<file path="src/hw/rtl/lst_pkg.sv">
// ----------------------------------------------------------------------------
// Light sensor tracker stepper package
// Word types, angle limits and the step and dead band helpers.
// ----------------------------------------------------------------------------
package lst_pkg;

    localparam int FIELD_W = 12;
    localparam int ANGLE_W = 8;
    // Signed room for a difference of two 12-bit samples and a negated band
    localparam int DIFF_W  = 14;

    localparam logic [ANGLE_W-1:0] PAN_MIN    = 8'd0;
    localparam logic [ANGLE_W-1:0] PAN_MAX    = 8'd180;
    localparam logic [ANGLE_W-1:0] TILT_MIN   = 8'd20;
    localparam logic [ANGLE_W-1:0] TILT_MAX   = 8'd160;
    localparam logic [ANGLE_W-1:0] TILT_FLIP  = 8'd90;
    localparam logic [ANGLE_W-1:0] HOME_ANGLE = 8'd90;

    typedef logic [1:0] t_dir;
    localparam t_dir DIR_HOLD = 2'd0;
    localparam t_dir DIR_UP   = 2'd1;
    localparam t_dir DIR_DOWN = 2'd2;

    typedef logic signed [DIFF_W-1:0] t_diff;
    typedef logic [ANGLE_W-1:0]       t_angle;

    typedef struct packed {
        logic [FIELD_W-1:0] dual_top_left;
        logic [FIELD_W-1:0] dual_top_right;
        logic [FIELD_W-1:0] dual_bottom_left;
        logic [FIELD_W-1:0] dual_bottom_right;
        logic [FIELD_W-1:0] single_left;
        logic [FIELD_W-1:0] single_right;
        logic [FIELD_W-1:0] single_top;
        logic [FIELD_W-1:0] single_bottom;
    } t_in_word;

    typedef struct packed {
        t_angle dual_pan_angle;
        t_angle dual_tilt_angle;
        t_angle single_pan_angle;
        t_angle single_tilt_angle;
    } t_out_word;

    // Up if either difference clears the band, else down if either falls below -band
    function automatic t_dir judge2(t_diff d1, t_diff d2, logic [FIELD_W-1:0] band);
        t_diff pos;
        t_diff neg;
        t_dir  r;
        pos = t_diff'({2'b00, band});
        neg = -pos;
        priority if (d1 > pos || d2 > pos) begin
            r = DIR_UP;
        end else if (d1 < neg || d2 < neg) begin
            r = DIR_DOWN;
        end else begin
            r = DIR_HOLD;
        end
        return r;
    endfunction

    // Reverse a step direction
    function automatic t_dir flip(t_dir d);
        t_dir r;
        unique case (d)
            DIR_UP:   r = DIR_DOWN;
            DIR_DOWN: r = DIR_UP;
            default:  r = DIR_HOLD;
        endcase
        return r;
    endfunction

    // Step one degree and clamp to the limits
    function automatic t_angle step_sat(t_angle a, t_dir d, t_angle lo, t_angle hi);
        t_angle r;
        unique case (d)
            DIR_UP:   r = (a >= hi) ? hi : a + 8'd1;
            DIR_DOWN: r = (a <= lo) ? lo : a - 8'd1;
            default:  r = a;
        endcase
        return r;
    endfunction

endpackage

</file>
<file path="src/hw/rtl/lst_in_if.sv">
// ----------------------------------------------------------------------------
// Light sensor tracker stepper: sample channel
// Valid/ready channel that carries one word of eight sensor samples.
// ----------------------------------------------------------------------------
interface lst_in_if;
    import lst_pkg::*;

    logic     valid;
    logic     ready;
    t_in_word data;

    modport source (output valid, output data, input ready);
    modport sink   (input valid, input data, output ready);
endinterface

</file>
<file path="src/hw/rtl/lst_out_if.sv">
// ----------------------------------------------------------------------------
// Light sensor tracker stepper: angle channel
// Valid/ready channel that carries one word of four servo angles.
// ----------------------------------------------------------------------------
interface lst_out_if;
    import lst_pkg::*;

    logic      valid;
    logic      ready;
    t_out_word data;

    modport source (output valid, output data, input ready);
    modport sink   (input valid, input data, output ready);
endinterface

</file>
<file path="src/hw/rtl/light_sensor_tracker_stepper.sv">
// ----------------------------------------------------------------------------
// Light sensor tracker stepper
// Dead band step control of the pan and tilt servos of two sun trackers.
// ----------------------------------------------------------------------------
// Each sample word moves every servo angle by at most one degree toward the
// brighter side, and the word out is the four angles after that step. The block
// takes one word per clock while the output is not stalled. An accepted word
// goes first into the input register, then through the compare-and-step logic
// into the angle registers, which are the output register. Back pressure on the
// output holds the angles; one more word may wait in the input register.
module light_sensor_tracker_stepper #(
    parameter int SENSOR_BITS = 12
) (
    input  logic                        i_clk,
    input  logic                        i_rst_n,
    input  logic                        i_cfg_wr_en,
    input  logic [lst_pkg::FIELD_W-1:0] i_cfg_wr_data,
    lst_in_if.sink                      i_in,
    lst_out_if.source                   o_out
);
    import lst_pkg::*;

    // Sample bits that reach the compare; the fields carry no more than FIELD_W
    localparam int SMP_W = (SENSOR_BITS < FIELD_W) ? SENSOR_BITS : FIELD_W;

    logic [FIELD_W-1:0] r_band;
    logic               r_in_vld;
    t_in_word           r_in;
    logic               r_out_vld;
    t_angle             r_dual_pan,   n_dual_pan;
    t_angle             r_dual_tilt,  n_dual_tilt;
    t_angle             r_single_pan, n_single_pan;
    t_angle             r_single_tilt, n_single_tilt;

    logic out_free;
    logic adv;

    t_diff d_tl_tr, d_bl_br, d_tr_br, d_tl_bl, d_sl_sr, d_st_sb;
    t_dir  j_dpan, j_dtilt, j_span, j_stilt, dir_dpan;

    // Handshake: the result slot frees when empty or taken
    assign out_free    = !r_out_vld || o_out.ready;
    assign adv         = r_in_vld && out_free;
    assign i_in.ready  = !r_in_vld || out_free;

    // Dead band register
    always_ff @(posedge i_clk) begin
        if (!i_rst_n) begin
            r_band <= '0;
        end else if (i_cfg_wr_en) begin
            r_band <= i_cfg_wr_data;
        end
    end

    // Input register: load a new word when the slot empties
    always_ff @(posedge i_clk) begin
        if (!i_rst_n) begin
            r_in_vld <= 1'b0;
        end else if (i_in.ready) begin
            r_in_vld <= i_in.valid;
        end
    end

    always_ff @(posedge i_clk) begin
        if (i_in.valid && i_in.ready) begin
            r_in <= i_in.data;
        end
    end

    // Signed pair differences on the used sample bits
    assign d_tl_tr = t_diff'(r_in.dual_top_left[SMP_W-1:0])
                   - t_diff'(r_in.dual_top_right[SMP_W-1:0]);
    assign d_bl_br = t_diff'(r_in.dual_bottom_left[SMP_W-1:0])
                   - t_diff'(r_in.dual_bottom_right[SMP_W-1:0]);
    assign d_tr_br = t_diff'(r_in.dual_top_right[SMP_W-1:0])
                   - t_diff'(r_in.dual_bottom_right[SMP_W-1:0]);
    assign d_tl_bl = t_diff'(r_in.dual_top_left[SMP_W-1:0])
                   - t_diff'(r_in.dual_bottom_left[SMP_W-1:0]);
    assign d_sl_sr = t_diff'(r_in.single_left[SMP_W-1:0])
                   - t_diff'(r_in.single_right[SMP_W-1:0]);
    assign d_st_sb = t_diff'(r_in.single_top[SMP_W-1:0])
                   - t_diff'(r_in.single_bottom[SMP_W-1:0]);

    // Dead band decisions
    assign j_dpan  = judge2(d_tl_tr, d_bl_br, r_band);
    assign j_dtilt = judge2(d_tr_br, d_tl_bl, r_band);
    assign j_span  = judge2(d_sl_sr, d_sl_sr, r_band);
    assign j_stilt = judge2(d_st_sb, d_st_sb, r_band);

    // Reverse the two-axis pan while the old tilt is past the flip angle
    assign dir_dpan = (r_dual_tilt > TILT_FLIP) ? flip(j_dpan) : j_dpan;

    // Step and clamp each angle
    always_comb begin
        n_dual_pan    = step_sat(r_dual_pan, dir_dpan, PAN_MIN, PAN_MAX);
        n_dual_tilt   = step_sat(r_dual_tilt, flip(j_dtilt), TILT_MIN, TILT_MAX);
        n_single_pan  = step_sat(r_single_pan, flip(j_span), PAN_MIN, PAN_MAX);
        n_single_tilt = step_sat(r_single_tilt, j_stilt, TILT_MIN, TILT_MAX);
    end

    // Angle registers double as the output word
    always_ff @(posedge i_clk) begin
        if (!i_rst_n) begin
            r_out_vld     <= 1'b0;
            r_dual_pan    <= HOME_ANGLE;
            r_dual_tilt   <= HOME_ANGLE;
            r_single_pan  <= HOME_ANGLE;
            r_single_tilt <= HOME_ANGLE;
        end else begin
            if (out_free) begin
                r_out_vld <= r_in_vld;
            end
            if (adv) begin
                r_dual_pan    <= n_dual_pan;
                r_dual_tilt   <= n_dual_tilt;
                r_single_pan  <= n_single_pan;
                r_single_tilt <= n_single_tilt;
            end
        end
    end

    // Drive the result word
    assign o_out.valid                  = r_out_vld;
    assign o_out.data.dual_pan_angle    = r_dual_pan;
    assign o_out.data.dual_tilt_angle   = r_dual_tilt;
    assign o_out.data.single_pan_angle  = r_single_pan;
    assign o_out.data.single_tilt_angle = r_single_tilt;

endmodule

</file>
<file path="src/flat_wrapper.sv">
// flat-port wrapper written by rule: the top's interface ports become plain ports
module light_sensor_tracker_stepper_flat import lst_pkg::*;
#(
    parameter int SENSOR_BITS = 12
)
  (i_clk, i_rst_n, i_cfg_wr_en, i_cfg_wr_data, i_in_valid, i_in_data, i_in_ready, o_out_valid, o_out_data, o_out_ready);
  lst_in_if i_in_i ();
  lst_out_if o_out_i ();
  input  logic i_clk;
  input  logic i_rst_n;
  input  logic i_cfg_wr_en;
  input  logic [lst_pkg::FIELD_W-1:0] i_cfg_wr_data;
  input wire logic [$bits(i_in_i.valid)-1:0] i_in_valid;
  input wire logic [$bits(i_in_i.data)-1:0] i_in_data;
  output wire logic [$bits(i_in_i.ready)-1:0] i_in_ready;
  output wire logic [$bits(o_out_i.valid)-1:0] o_out_valid;
  output wire logic [$bits(o_out_i.data)-1:0] o_out_data;
  input wire logic [$bits(o_out_i.ready)-1:0] o_out_ready;
  assign i_in_i.valid = i_in_valid;
  assign i_in_i.data = i_in_data;
  assign i_in_ready = i_in_i.ready;
  assign o_out_valid = o_out_i.valid;
  assign o_out_data = o_out_i.data;
  assign o_out_i.ready = o_out_ready;
  light_sensor_tracker_stepper #(.SENSOR_BITS(SENSOR_BITS)) u_core (.i_clk(i_clk), .i_rst_n(i_rst_n), .i_cfg_wr_en(i_cfg_wr_en), .i_cfg_wr_data(i_cfg_wr_data), .i_in(i_in_i), .o_out(o_out_i));
endmodule
</file>
<file path="config.mk">
export PLATFORM = sky130hd
export DESIGN_NAME = light_sensor_tracker_stepper_flat
export DESIGN_NICKNAME = d
export VERILOG_FILES = /design/src/hw/rtl/lst_pkg.sv /design/src/hw/rtl/lst_in_if.sv /design/src/hw/rtl/lst_out_if.sv /design/src/hw/rtl/light_sensor_tracker_stepper.sv /design/src/flat_wrapper.sv
export SDC_FILE = /design/constraint.sdc
export NUM_CORES = 1
export LEC_CHECK = 0
export ABC_AREA = 1
export BUFFER_PORTS_ARGS = -buffer_cell sky130_fd_sc_hd__buf_4
export CORE_ASPECT_RATIO = 0.7
export CORE_MARGIN = 4
export CORE_UTILIZATION = 45
export CTS_CLUSTER_SIZE = 40
export DETAILED_ROUTE_END_ITERATION = 10
export PLACE_DENSITY = 0.67
export SYNTH_ARGS = -nofsm -noshare
export SYNTH_HDL_FRONTEND = slang
export SYNTH_SLANG_ARGS = --single-unit
export TNS_END_PERCENT = 100
</file>
<file path="constraint.sdc">
create_clock -name i_clk -period 4.3 [get_ports i_clk]
set_clock_uncertainty 0.1 [all_clocks]
set_input_delay 0.43 -clock i_clk [delete_from_list [all_inputs] [get_ports i_clk]]
set_output_delay 0.43 -clock i_clk [all_outputs]
set_load 0.02 [all_outputs]
</file>
---- After elaboration in Yosys (flattened, before gate mapping) ----
Cells that the tools add are included.
W data, S select, Z words.
word-level totals
  flip-flop bits (word level) ............. 142
  input bits .............................. 113
  output and inout bits ................... 34
cells by class
  reductions and logical operators ........ 18
  equal/unequal tests ..................... 14
  magnitude comparators ................... 21
  add/subtract/negate cells ............... 15
  multiplexer cells ....................... 24
operator list
  kind                   count
  $gt A14 B13 Y1         6
  $lt A14 B14 Y1         6
  $sub A12 B12 Y13       6
  $mux W8                8
  $pmux W8 S2            4
  $add A8 B1 Y8 const B  4
  $ge A8 B8 Y1 const B   4
  $sub A8 B1 Y8 const B  4
  $mux W2                9
  $le A8 B1 Y1 const B   2
  $le A8 B5 Y1 const B   2
  $eq A2 B1 Y1 const B   7
  $eq A2 B2 Y1 const B   7
  $neg A12 Y14           1
  $pmux W2 S2            3
  $gt A8 B7 Y1 const B   1
  $reduce_and A2 Y1      4
  $reduce_bool A2 Y1     4
  $logic_or A1 B1 Y1     6
  $logic_and A1 B1 Y1    2
  $logic_not A1 Y1       2

---- Logic depth before layout (Yosys ltp) ----
  depth in word-level cells ............... 11
  mapped depth ............................ 30

---- Least setup slack after synthesis ----
Ideal clock, no wire load.
  kind .................................... register to register
  from .................................... reg u_core.r_in[62] in the netlist's numbering
  to ...................................... reg u_core.r_dual_pan[2]
  clock period less this slack ............ 3.419 ns
  path buffers ............................ 0
  cell stages (with the launch flop) ...... 29
  arrival ................................. 3.210 ns
  slack ................................... 0.881 ns
  library setup time ...................... 0.109 ns
  required time ........................... 4.091 ns
  cell sequence ........................... edfxtp_1 ha_1 nand2_1 nand2_1 a31oi_1 o211ai_1 nand3_1 nand2_1 a21oi_1 nor2_1 nor2_1 xnor2_1 ha_1 nand2_1 nand2_1 nand2_1 nand2_1 a21oi_1 nand2_1 nand2_1 nand2_1 clkinv_1 nand2_1 o21ai_2 inv_4 nor2_1 nor2_1 nand2_1 inv_1
on the way
  longest elaborated chain between the ends .. 11
  elaborated cells between the ends (all ways) .. 16
RTL lines
  element                                       RTL line                             text
  start: declaration                            light_sensor_tracker_stepper.sv:28   t_in_word r_in;
  start signal: assignment                      light_sensor_tracker_stepper.sv:66   r_in <= i_in.data;
  $sub A12 B12 Y13 *                            light_sensor_tracker_stepper.sv:74   - t_diff'(r_in.dual_bottom_right[SMP_W-1:0]);
  $lt A14 B14 Y1                                lst_pkg.sv:54                        end else if (d1 < neg || d2 < neg) begin
  $logic_or A1 B1 Y1                            lst_pkg.sv:54
  $mux W2                                       lst_pkg.sv:54
  $mux W2 *                                     lst_pkg.sv:52                        priority if (d1 > pos || d2 > pos) begin
  $eq A2 B2 Y1 or $eq A2 B1 Y1 (tied branches)  lst_pkg.sv:65                        unique case (d)
  $pmux W2 S2                                   lst_pkg.sv:65
  $mux W2 *                                     light_sensor_tracker_stepper.sv:91   assign dir_dpan = (r_dual_tilt > TILT_FLIP) ? flip(j_dpan) : j_dpan;
  $eq A2 B1 Y1 or $eq A2 B2 Y1 (tied branches)  lst_pkg.sv:76                        unique case (d)
  $reduce_bool A2 Y1 (no line)                  --
  $reduce_and A2 Y1 (no line)                   --
  end signal: assignment                        light_sensor_tracker_stepper.sv:114  r_dual_pan <= n_dual_pan;
  end: declaration                              light_sensor_tracker_stepper.sv:30   t_angle r_dual_pan, n_dual_pan;
Mark *: on every way between the ends. The rest lies on a longest branch, timed or not.
A chain may end at the register's enable or synchronous reset.

---- Worst setup path in the final report ----
  from .................................... reg u_core.r_in[72] in the netlist's numbering
  to ...................................... reg u_core.r_dual_pan[0]
on the way
  longest elaborated chain between the ends .. 11
  elaborated cells between the ends (all ways) .. 16
RTL lines
  element                                       RTL line                            text
  $sub A12 B12 Y13 *                            light_sensor_tracker_stepper.sv:72  - t_diff'(r_in.dual_top_right[SMP_W-1:0]);
  $lt A14 B14 Y1                                lst_pkg.sv:54
  $logic_or A1 B1 Y1                            lst_pkg.sv:54
  $mux W2                                       lst_pkg.sv:54
  $mux W2 *                                     lst_pkg.sv:52
  $eq A2 B2 Y1 or $eq A2 B1 Y1 (tied branches)  lst_pkg.sv:65
  $pmux W2 S2                                   lst_pkg.sv:65
  $mux W2 *                                     light_sensor_tracker_stepper.sv:91
  $eq A2 B1 Y1 or $eq A2 B2 Y1 (tied branches)  lst_pkg.sv:76
  $reduce_bool A2 Y1 (no line)                  --
  $reduce_and A2 Y1 (no line)                   --
Marks and branches as above.

==> reports/results.tsv <==
stage	metric	value	unit
run_status	status	complete, no violations	
power_and_ir_drop	pwr-share-clk	0.261	
drt	drc	0	
timing	setup_violations	0	
timing	rsz0062_at_grt	no	
clocking	cts-buffers-inserted	17	
critical_path	cp.required	4.51	ns
logic_synthesis	synth-edff-count	96	
clocking	root_buffer	clkbuf_16	
logic_synthesis	synth_area	13000	µm²
power_and_ir_drop	total_power	5640	µW
critical_path	cpPeakStageDelay	0.43	ns
job	drv.max_cap_violation_count	0	
clocking	cts_max_path_buffers	2	
logic_synthesis	syn-num-nets	2005	
power_and_ir_drop	p_switching	2270	µW
timing	max_freq	249	MHz
logic_synthesis	yosys_most_used_dff	edfxtp_1	
clocking	clk_pin_slew	0.06	ns
global_routing	overflow	0	
critical_path	r2r_start	u_core.r_in[72]	
global_routing	use_met2	0.325	
global_routing	grt_first_pass_wirelength	58200	µm
critical_path	critPathArrivalTime	4.22	ns
drt	first_pass_iters	5	
critical_path	rr_endpoint	u_core.r_dual_pan[0]	
finish	area_growth	17.4	%
power_and_ir_drop	intPower	3380	µW
drt	ant_nets	0	
drt	via_count	11743	
logic_synthesis	synth.distinct_cells	48	
timing	timing.final.ws_setup	0.289	ns
finish	fin_nets	2179	
placed_design	placed_cells	2177	
floorplanning	num_rows	51	
timing	slew_viol_final	0	
hold_path	min_path_cells	1	
clocking	cts.sinks	142	
critical_path	worst_setup_path_end_kind	flop	
floorplanning	start_util	0.462	
global_routing	grtUsageMet3	0.0610	
clocking	clk_latency	0.45	ns
placed_design	place_congestion	0.959	
finish	drive_gt1_frac	0.123	
placed_design	pre_cts_slack	0.240	ns
power_and_ir_drop	combinationalPowerShare	0.441	
power_and_ir_drop	p_sw_frac	0.402	
logic_synthesis	synth-seq-cells	142	
critical_path	reg2reg_slack	0.29	ns
global_routing	grt_max_degree	62	
clocking	hold_buffers	0	
timing	period_needed	4.01	ns
placed_design	post-dp-hpwl	29700	µm
logic_synthesis	synthArstFlopShare	0	
critical_path	cp_common_cell	nand2_1	
critical_path	slowest_stage	fa_1	
timing	hold_viol	0	
clocking	tritoncts	done	
logic_synthesis	syn_area_per_cell	7.85	µm²
timing	period_share	0.933	
power_and_ir_drop	ir_drop	0.350	mV
global_routing	antenna_found_initial	0	
critical_path	crit_chain	ha_1, fa_1, o21ai_1, buf_4, nor2_1, nor2_1, ha_1, nand2_1, nor2_1, o21ai_0, o211ai_1, nand2_1, nand2_1, nand3_1, nand2_1, o21ai_2, buf_4, nor2_1, nand2_1, a21oi_1	
clocking	post_cts_buffers	0	
global_routing	grt_pass1_vias	11174	
floorplanning	ios	147	
hold_path	hold_start	i_in_data[51]	
logic_synthesis	ys_seq_area_frac	0.293	
power_and_ir_drop	power_density	371	nW/µm²
critical_path	worst-setup-path-type	flop to flop	
placed_design	port_buffers	146	
timing	tns	0	ns
global_routing	use_met1	0.356	
timing	relSlewSlack	0.462	
power_and_ir_drop	share_seq_of_total_power	0.298	
critical_path	cp_max_fo	8	
timing	tightest_slew	0.808	ns
floorplanning	core-area	28100	µm²
critical_path	start_kind	flop	
drt	postRouteWirelength	36900	µm
global_routing	top_usage_layer	met1	
critical_path	worstRegToRegCells	20	
drt	drtIter0Drc	881	
floorplanning	die_h	150	µm
logic_synthesis	yosysWarnings	0	
finish	finalNonFillerCells	2209	
floorplanning	fp.dieW	211	µm
hold_path	hp-class	input pin to flop	
finish	antennaDiodeCount	0	
power_and_ir_drop	leakage	0.00761	µW
floorplanning	dieArea	31600	µm²
logic_synthesis	synthCells	1651	
drt	avgViaCountPerCell	5.32	
hold_path	hold_path_end	u_core.r_in[51]	
drt	wl_per_cell	16.7	µm
clocking	htreeDepth	4	
global_routing	grtUsageTotal	0.233	
-- timing repair --
item | CTS | global route
hold endpoints to repair | 0 | 0
setup endpoints to repair | 0 | 24
gates resized for setup | 0 | 6
-- worst max path at each step --
stage / from / end / slack [ns] / cells after the start
2_1_floorplan: u_core.r_in[62] / u_core.r_dual_pan[2] / 0.88 / 28
3_3_place_gp: u_core.r_band[0] / u_core.r_dual_pan[7] / 0.40 / 20
3_5_place_dp: u_core.r_band[0] / u_core.r_dual_pan[0] / 0.24 / 20
4_1_cts: u_core.r_band[0] / u_core.r_dual_pan[0] / 0.21 / 20
5_1_grt: u_core.r_in[62] / u_core.r_dual_pan[7] / 0.003 / 28
6_report: u_core.r_in[72] / u_core.r_dual_pan[0] / 0.29 / 20
-- layout by cell type, fill, tap and decap left out, types with 2 or more instances in the layout --
master / Yosys / layout
o2111ai_1: 6 / 6
a21oi_1: 170 / 170
xnor2_1: 23 / 22
clkbuf_16: 0 / 17
ha_1: 235 / 235
clkinv_2: 0 / 2
nor3_1: 27 / 26
clkinv_4: 0 / 4
o211ai_1: 4 / 4
edfxtp_1: 96 / 96
o21ai_1: 2 / 2
nand3b_1: 13 / 13
nand3_1: 79 / 79
nand2_2: 4 / 4
nor2_2: 2 / 4
o21ai_2: 4 / 4
inv_1: 229 / 228
xor2_1: 77 / 77
dfxtp_1: 46 / 45
inv_6: 0 / 2
nand2_1: 339 / 339
clkinv_1: 2 / 4
o221ai_1: 2 / 2
a21o_1: 4 / 4
fa_1: 6 / 6
nor2_1: 124 / 122
and2_1: 5 / 5
o21ai_0: 76 / 76
buf_4: 2 / 171
o31ai_1: 3 / 3
a211oi_1: 6 / 6
o21bai_1: 5 / 5
o21a_1: 4 / 4
nand4_1: 22 / 22
a31oi_1: 6 / 5
bufinv_16: 0 / 2
inv_4: 1 / 2
nor3_2: 1 / 2
or2_2: 2 / 2
-- critical path, delay by kind of cell (launching register included) --
kind,cells,cell delay (ns)
DFF,1,0.41
buffers and inverters,2,0.37
adders and majority gates,3,1.02
AOI/OAI and AO/OA,5,0.83
and+or+nand+nor,10,1.14
-- routing by layer --
metal / vias up / wire length (µm)
met5: - / 0
met1: 5338 / 18300
li1: 5931 / -
met3: 33 / 3400
met2: 441 / 14700
met4: 0 / 502
-- layout make-up --
class                      instances  area [µm²]
multi-input combinational       1260        8220
inverter                         233         880
sequential                       142        3800
clock inverter                    14         143
clock buffer                      18         429
fill                            2610       12900
timing repair buffer             171        1280
tap                              371         464
-- flip-flops by register name, summed over array words and instances (netlist names) --
name and count:
u_core.r_in_vld 1, u_core.r_in 96, u_core.r_single_tilt 8, u_core.r_dual_pan 8, u_core.o_out.valid 1, u_core.r_dual_tilt 8, u_core.r_band 12, u_core.r_single_pan 8
-- Yosys cell counts (13+ instances only) --
| cell type | count | area, µm² |
|---|---|---|
| nor3_1 | 27 | 135 |
| a21oi_1 | 170 | 851 |
| dfxtp_1 | 46 | 921 |
| xnor2_1 | 23 | 201 |
| ha_1 | 235 | 2940 |
| nor2_1 | 124 | 465 |
| nand2_1 | 339 | 1270 |
| nand3_1 | 79 | 395 |
| xor2_1 | 77 | 674 |
| nand4_1 | 22 | 138 |
| inv_1 | 229 | 860 |
| edfxtp_1 | 96 | 2880 |
| o21ai_0 | 76 | 380 |
| nand3b_1 | 13 | 97.6 |
-- logic make-up (layout without fill, tap and decap cells) --
family                   after synthesis  count (layout)  share of synthesized area
AO/OA/AOI/OAI                        298             298                      0.126
XOR/XNOR                             100             100                     0.0675
adder cells (fa/ha/maj)              241             241                      0.236
buffers and inverters                249             436                     0.0744
flip-flops                           142             142                      0.293
AND/OR/NAND/NOR                      621             621                      0.203
-- metrics by stage --
step	hold WS, ns	area (µm²)	utilization
4_1_cts	0.0253	15200	0.541
3_5_place_dp	0.407	14600	0.521
5_1_grt	0.0303	15200	0.542
6_report	0.0468	15200	0.542
2_1_floorplan	0.361	13000	-
3_3_place_gp	0.392	14600	0.521
-- power groups by stage --
stage,clock network (µW),logic [µW],registers [µW]
final,1470,2490,1680
after detailed placement,0,2440,1710
after CTS,1510,2450,1680
after floorplan,0,1680,1710
after global routing,1560,2840,1690
after global placement,0,2370,1700
(Power assumes the default switching activity.)
